## src/sv/gcsd_pkg.sv

```systemverilog
// Shared constants and types for the geometry-free cycle-slip detector.
package gcsd_pkg;

  // Table geometry: one entry per satellite and signal pair
  localparam int NUM_SATS    = 64;
  localparam int NUM_SIGNALS = 4;
  localparam int TBL_DEPTH   = NUM_SATS * NUM_SIGNALS;
  localparam int TBL_AW      = (TBL_DEPTH > 1) ? $clog2(TBL_DEPTH) : 1;

  // Field widths
  localparam int TIME_W  = 40;
  localparam int VALUE_W = 32;

  // Shared multiplier: operand A holds |dgf| or the scaled bound, B a small factor
  localparam int MUL_A_W = VALUE_W + 1;
  localparam int MUL_B_W = 15;
  localparam int MUL_P_W = MUL_A_W + MUL_B_W;

  typedef logic [TBL_AW-1:0]  tbl_idx_t;
  typedef logic [TIME_W-1:0]  time_ms_t;
  typedef logic [MUL_A_W-1:0] mul_a_t;
  typedef logic [MUL_B_W-1:0] mul_b_t;
  typedef logic [MUL_P_W-1:0] mul_p_t;

  // Table write request
  typedef struct packed {
    logic               en;
    tbl_idx_t           idx;
    logic [VALUE_W-1:0] gf_value;
    time_ms_t           epoch_ms;
  } tbl_wr_t;

  // Table read request
  typedef struct packed {
    logic     en;
    tbl_idx_t idx;
  } tbl_rd_t;

endpackage

```

## src/sv/gcsd_mult.sv

```systemverilog
// Shared unsigned multiplier with a registered product.
module gcsd_mult (
  input  logic             clk,
  input  gcsd_pkg::mul_a_t op_a,
  input  gcsd_pkg::mul_b_t op_b,
  output gcsd_pkg::mul_p_t product
);
  import gcsd_pkg::*;

  mul_p_t product_r;

  // Register one product per cycle
  always_ff @(posedge clk) begin
    product_r <= MUL_P_W'(op_a) * MUL_P_W'(op_b);
  end

  assign product = product_r;

endmodule
```

## config.mk

```make
export PLATFORM = sky130hd
export DESIGN_NAME = gcsd_mult
export DESIGN_NICKNAME = d
export VERILOG_FILES = /design/src/sv/gcsd_pkg.sv /design/src/sv/gcsd_mult.sv
export SDC_FILE = /design/constraint.sdc
export NUM_CORES = 1
export LEC_CHECK = 0
export ABC_CLOCK_PERIOD_IN_PS = 12600
export BUFFER_PORTS_ARGS = -buffer_cell sky130_fd_sc_hd__buf_2
export CAP_MARGIN = 0
export CORE_UTILIZATION = 58
export DETAILED_ROUTE_END_ITERATION = 16
export PLACE_DENSITY = 0.78
export SKIP_LAST_GASP = 1
export SYNTH_ARGS = -nofsm -noshare
export SYNTH_HDL_FRONTEND = slang
export SYNTH_SLANG_ARGS = --single-unit
```

## constraint.sdc

```tcl
create_clock -name clk -period 12.6 [get_ports clk]
set_input_delay 1.26 -clock clk [delete_from_list [all_inputs] [get_ports clk]]
set_output_delay 1.26 -clock clk [all_outputs]
set_load 0.005 [all_outputs]
```

**Word-level counts from Yosys, hierarchy flattened**

Index checks and enable logic that the tools add are counted.

- Shifts and indexed selects: 0
- Order comparisons: 0
- Reduce and logical (&&, ||, !) cells: 0
- Multiplexer cells: 0
- Bitwise gates (word level): 0
- Div/mod/pow operators: 0
- $add $sub $neg: 0
- Equality and inequality tests: 0
- $mul: 1

Operators by type and width:

| kind | count |
|---|---|
| $mul A33 B15 Y48 | 1 |

- Input port bits: 49
- Latch bits: 0
- Memories kept: 0
- Register bits after elaboration: 48
- Output and inout port bits: 48
- Bits in read-only memories: 0
- Word-level logic and storage cells: 2
- Bits in writable memories: 0

**Logic depth before layout (Yosys ltp)**

Gate-level depths: netlist of the first run.

- Depth after elaboration: 1
- Gate-level depth with buffers: 25
- Depth with buffers taken out: 24

**Worst setup path after synthesis of the first run**

No wires, ideal clock.

- Kind: input to register
- From: in op_a[17]
- To: reg product_r[44] (netlist: product[44])
- Arrival time: 6.953 ns
- Buffers on the path: 2
- Slack: 5.574 ns
- Library setup time: 0.072 ns
- Cell stages on the path: 24
- Data required time: 12.528 ns
- Cell sequence: clkbuf_1 and2_1 fa_1 inv_1 fa_1 inv_1 fa_1 fa_1 fa_1 inv_1 fa_1 inv_1 ha_1 buf_2 a21o_1 a31oi_1 o21bai_2 o21ai_0 nor2_2 a211oi_2 nor3_1 a211o_1 a221oi_2 xnor2_1

- Word-level cells in the longest chain between the ends: 1

Ends and longest elaborated chain:

| what | line | text |
|---|---|---|
| start: declaration | gcsd_mult.sv:4 | `input gcsd_pkg::mul_a_t op_a,` |
| $mul A33 B15 Y48 | gcsd_mult.sv:14 | `product_r <= MUL_P_W'(op_a) * MUL_P_W'(op_b);` |
| end signal: assignment | gcsd_mult.sv:14 |  |
| end: declaration | gcsd_mult.sv:10 | `mul_p_t product_r;` |

Every way passes these cells.

**Final worst setup path of the first run**

- From: in op_b[0]
- To: reg product_r[43] (netlist: product[43])

- Word-level cells in the longest chain between the ends: 1

Ends and longest elaborated chain:

| what | line | text |
|---|---|---|
| start: declaration | gcsd_mult.sv:5 | `input gcsd_pkg::mul_b_t op_b,` |
| $mul A33 B15 Y48 | gcsd_mult.sv:14 |  |

Every way passes these cells.

==> impl_metrics.json, run 1 <==
{
  "critPathKind": "in -> reg",
  "grt_use_total_pct": 31.2,
  "dpl.hpwl_mm": 31.5,
  "arrival_ps": 8280,
  "drt_first_pass_iters": 5,
  "cts_resized": 0,
  "tns_ps": 0,
  "postRouteAntennaNets": 0,
  "startpoint_type": "input pin",
  "synth_top_area_share_pct": 49.0,
  "syn_nets": 2354,
  "async_reset_ff_share_pct": 0,
  "synthFlopType": "dfxtp_1",
  "grt_overflow_total": 0,
  "vias": 12200,
  "cap_violations": 0,
  "hp-start": "op_a[0]",
  "antenna_cells": 0,
  "synth_edf_count": 0,
  "cts_setup_buffers": 0,
  "cts-htree-levels": 2,
  "synth_area_leaders": "fa_1 (49%), and2_1 (11%), inv_1 (9.2%)",
  "cts_tree": "yes",
  "grt_pass1_wl_mm": 69.1,
  "fin_crit_sh_pct": 63.8,
  "ioPinCount": 97,
  "placed_area_um2": 17000,
  "numCtsBuffers": 5,
  "dieArea_um2": 28900,
  "std_cell_rows": 61,
  "port_buffers": 96,
  "core_um2": 27800,
  "worstPathRequired_ps": 12850,
  "drt_iter0_markers": 899,
  "cp_max_fo": 33,
  "setup_viol": 0,
  "clk_path_buf_depth": 2,
  "clkSlewWorstSetupHoldPaths_ps": 80,
  "yosysWarnings": 0,
  "yosysMostFrequentCell": "inv_1",
  "holdWs_ps": 1360,
  "grt_max_degree": 34,
  "hold-path-cell-count": 2,
  "hold_end": "product[0]",
  "tightest_slew_ps": 911,
  "routed_wl_mm": 41.3,
  "cts_root_buf": "clkbuf_16",
  "drv_slew": 0,
  "hold_violations": 0,
  "fmaxAchievable_mhz": 124,
  "synth_commonest_cells": "inv_1 (403), fa_1 (401), and2_1 (288), nand2_1 (237), ha_1 (112)",
  "via_per_inst": 5.57,
  "crit_path_end_kind": "flop",
  "drt-wirelength-per-cell_um": 18.9,
  "min_period_ps": 8030,
  "slew_headroom_pct": 38.9,
  "avgSynthCellArea_um2": 9.15,
  "final_nets": 2372,
  "grt_antenna_before_repair": 0,
  "clock-sinks": 48,
  "globalplace.congestion": 0.941,
  "synth_cells": 1792,
  "ctsHoldBuffers": 0,
  "synth_seq_cells": 48,
  "post-synth-top-area-cell": "fa_1",
  "drive_gt1_share_pct": 6.29,
  "ys_seq_area_share_pct": 5.86,
  "rsz0062_at_grt": "no",
  "area.growth.synth_to_final_pct": 4.87,
  "die_h_um": 170,
  "fin_area_um2": 17200,
  "drc": 0,
  "status": "finished clean",
  "largest_register_ff_count": 48,
  "n_fill_cell": 2365,
  "die_w_um": 170,
  "grt_pass1_vias": 13600,
  "yosysUniqueCellTypes": 47,
  "netlist_area_um2": 16400,
  "start_util_pct": 59.0,
  "hold_path_class": "in -> reg"
}
-- cells in the final DEF (no fill, tap or decap), types with 2 or more instances in the layout --
cell,n
nand2_1,237
nor3b_1,2
a21o_1,23
a21oi_1,48
nand2b_1,3
o21bai_1,2
dfxtp_1,48
o21ai_1,3
nand3_1,9
inv_1,403
a211oi_2,2
o2111ai_1,2
xor2_1,16
clkbuf_16,5
buf_2,96
ha_1,112
nor2_1,15
xnor2_1,28
o211ai_1,5
and3_1,2
nor3_1,4
fa_1,401
a211o_1,3
o21a_1,4
a31oi_1,5
and2_1,288
nand4_1,6
o21ai_0,18
-- worst max path at each step --
stage / startpoint / to / slack (ps)
floorplan: op_a[17] / product[44] / 5570
global placement: op_b[0] / product[47] / 4380
detailed placement: op_b[0] / product[45] / 4360
CTS: op_b[0] / product[45] / 4690
global route: op_b[0] / product[47] / 4210
finish: op_b[0] / product[43] / 4570
-- critical path, cell delays in order --
cell      delay (ps)
buf_2            310
and2_1           260
fa_1             530
inv_1             60
fa_1             530
inv_1             50
fa_1             490
inv_1             50
fa_1             530
inv_1             50
fa_1             470
inv_1             50
fa_1             470
inv_1             40
ha_1             320
a21oi_1          250
o211ai_1         240
a41oi_1          610
o21ai_1          480
a21o_1           310
a311oi_2         370
o21ai_0          170
a21oi_1          220
xnor2_1          140
-- stage by stage --
step,setup slack [ps],util (%),std cells
3_5_place_dp,4360,61.3,2181
4_1_cts,4690,61.9,2189
5_1_grt,4210,61.9,2189
3_3_place_gp,4380,61.3,2181
6_report,4570,61.9,2189
2_1_floorplan,5570,-,1792
-- cells by family after synthesis --
kind of cell	Yosys count	share of synthesized area [%]
and+or+nand+nor	570	17.8
xor gates and xnor gates	44	2.35
AOI/OAI and AO/OA	129	5.26
adders and majority gates	513	57.5
buffers and inverters	488	11.2
DFF	48	5.86
-- layout make-up --
type                       instances  area, um^2  area share [%]
timing repair buffer              96         480            2.79
multi-input combinational       1256       13600            79.1
clock inverter                     3        42.5           0.247
inverter                         403        1510            8.80
clock buffer                       5         125           0.728
tap                              378         473            2.75
sequential                        48         961            5.59
-- layer usage --
| metal | part of all wire [%] | wire (um) | track usage (%) |
|---|---|---|---|
| met1 | 38 | 15700 | 40.4 |
| met2 | 49 | 20400 | 53.4 |
| met4 | 3.0 | 1260 | 9.79 |
| met5 | 0 | 0 | 0 |
| met3 | 9.6 | 3950 | 5.37 |
Power of run 1 is not shown: default switching activity piles up to over one toggle a cycle in this logic, so the estimate is an artifact.
==> run 2: changes to the inputs <==
--- a/config.mk
+++ b/config.mk
@@ -5,12 +5,12 @@
 export SDC_FILE = /design/constraint.sdc
 export NUM_CORES = 1
 export LEC_CHECK = 0
-export ABC_CLOCK_PERIOD_IN_PS = 12600
+export ABC_CLOCK_PERIOD_IN_PS = 6700
 export BUFFER_PORTS_ARGS = -buffer_cell sky130_fd_sc_hd__buf_2
 export CAP_MARGIN = 0
 export CORE_UTILIZATION = 58
 export DETAILED_ROUTE_END_ITERATION = 16
-export PLACE_DENSITY = 0.78
+export PLACE_DENSITY = 0.82
 export SKIP_LAST_GASP = 1
 export SYNTH_ARGS = -nofsm -noshare
 export SYNTH_HDL_FRONTEND = slang
==> constraint.sdc (replaced) <==
create_clock -name clk -period 6.7 [get_ports clk]
set_input_delay 0.67 -clock clk [delete_from_list [all_inputs] [get_ports clk]]
set_output_delay 0.67 -clock clk [all_outputs]
set_load 0.005 [all_outputs]
==> run 2 against run 1 <==
  * Critical path depth unchanged
  * Setup slack got worse by 4500 ps
  * Sequential share of layout area decreased by 0.43 points
  * Clock-buffer cell count is 2 higher
  * First-iteration DRC count rose by 11%
  * Final cell count increased by 6.4%
  * Die area is the same
  * Global-route usage shrank 0.67 points
  * Non-clock buffer count rose by 139
  * Critical path type unchanged
==> impl_metrics.json, run 2 (synthesis gave the netlist of run 1 again) <==
{
  "worstPathRequired_ps": 6900,
  "critical_path_buf_inv_count": 6,
  "grt_pass1_vias": 14100,
  "startpoint_type": "input pin",
  "hold_violations": 0,
  "setup_viol": 0,
  "drive_gt1_share_pct": 14.9,
  "fmaxAchievable_mhz": 151,
  "crit_path_end_kind": "flop",
  "top_layer_used": "met5",
  "ioPinCount": 97,
  "grt_overflow_total": 0,
  "fin_cells": 2329,
  "largest_register_ff_count": 48,
  "slowest_delay_ps": 550,
  "hold-path-cell-count": 3,
  "cts_tree": "yes",
  "multi_input_area_um2": 13800,
  "routed_wl_mm": 41.0,
  "dp_cells": 2319,
  "critPathKind": "in -> reg",
  "wl_met3_mm": 3.60,
  "critPathTopFamily": "adder cells",
  "cts-htree-levels": 2,
  "dpl.hpwl_mm": 34.4,
  "path_depth": 24,
  "globalplace.congestion": 0.897,
  "crit_chain": "buf_4 -> buf_4 -> and2_1 -> fa_1 -> inv_1 -> fa_1 -> inv_1 -> fa_1 -> fa_1 -> fa_1 -> inv_1 -> fa_1 -> inv_1 -> ha_4 -> a21oi_2 -> o21a_1 -> nand2_1 -> a2111oi_4 -> nor2_4 -> a211oi_4 -> nor3_2 -> a211o_1 -> a221oi_2 -> xnor2_1",
  "die_h_um": 170,
  "slew_headroom_pct": 61.7,
  "wl_met2_mm": 20.6,
  "std_cell_rows": 61,
  "status": "finished clean",
  "dieArea_um2": 28900,
  "postRouteAntennaNets": 0,
  "final_cell_mix": "inv_1 (395), fa_1 (395), and2_1 (282)",
  "core_um2": 27800,
  "m1WireLength_mm": 15.3,
  "drc": 0,
  "seq_area_um2": 961,
  "grt_pass1_wl_mm": 68.4,
  "rsz0062_at_grt": "yes",
  "grt_antenna_before_repair": 2,
  "grt_max_degree": 24,
  "hold_path_class": "in -> reg",
  "final_nets": 2511,
  "area.growth.synth_to_final_pct": 13.6,
  "start_util_pct": 59.0,
  "min_period_ps": 6620,
  "drv_slew": 0,
  "vias": 12500,
  "die_w_um": 170,
  "clk_path_buf_depth": 2,
  "numCtsBuffers": 5,
  "port_buffers": 96,
  "cap_violations": 0,
  "n_fill_cell": 2083,
  "tightest_slew_ps": 568,
  "fin_crit_sh_pct": 98.7,
  "drt-wirelength-per-cell_um": 17.6,
  "path_common_cell": "fa_1",
  "grt_use_total_pct": 30.5,
  "drt_first_pass_iters": 6,
  "clock-sinks": 48,
  "drt_iter0_markers": 997,
  "clkSlewWorstSetupHoldPaths_ps": 80,
  "cp_max_fo": 12,
  "fin_util_pct": 67.1,
  "via_per_inst": 5.38,
  "cts_root_buf": "clkbuf_16",
  "arrival_ps": 6810,
  "cp_slowest_cell": "fa_1"
}
## run 2: cell count changes in the layout (fill, tap and decap cells not counted), moves of 8 or more
cell / change
ha_1: -9
inv_1: -8
ha_4: +9
inv_2: +8
buf_12: +9
buf_2: -8
buf_4: +128
## run 2: worst min-delay path, delay by kind of cell
kind / cells / cell delay [ps]
and+or+nand+nor: 1 / 120
buffers and inverters: 2 / 360
## run 2: stage by stage
| step | hold WS, ps | TNS [ps] | worst slack (ps) | instance area [um^2] |
|---|---|---|---|---|
| finish | 876 | 0 | 84.1 | 18600 |
| global route | 884 | -89.2 | -86.6 | 18600 |
| CTS | 858 | 0 | 4.99 | 18400 |
| detailed placement | 1040 | -1700 | -379 | 18200 |
| global placement | 1050 | -1090 | -292 | 18200 |
| floorplan | 797 | 0 | 264 | 16400 |
## run 2: area by class of cell
class	count	area share, %
Clock inverter	1	0.0403
Antenna cell	1	0.0134
Tap cell	378	2.54
Inverter	403	8.12
Multi-Input combinational cell	1256	74.2
Timing Repair Buffer	235	9.17
Clock buffer	7	0.766
Sequential cell	48	5.16
## run 2: path summary, 6_finish.rpt
| path | from | to | slack [ps] |
|---|---|---|---|
| setup / recovery | op_b[1] | product[44] | 80 |
| hold / removal | op_a[0] | product[0] | 880 |
## run 2: metal layers
layer	track usage [%]	vias to the layer above
met2	53.4	586
met5	0	-
li1	-	5534
met1	36.9	6312
met4	11.1	2
met3	6.67	104
## run 2: repair_timing
| action | CTS | global route |
|---|---|---|
| endpoints found under the hold margin | 0 | 0 |
| cloned | 0 | 1 |
| endpoints found under the setup margin | 1 | 9 |
| gates resized for setup | 8 | 67 |
| setup buffers | 2 | 2 |
| pin swaps | 3 | 46 |
| hold buffers | 0 | 0 |
Power of run 2 is left out for the same reason.
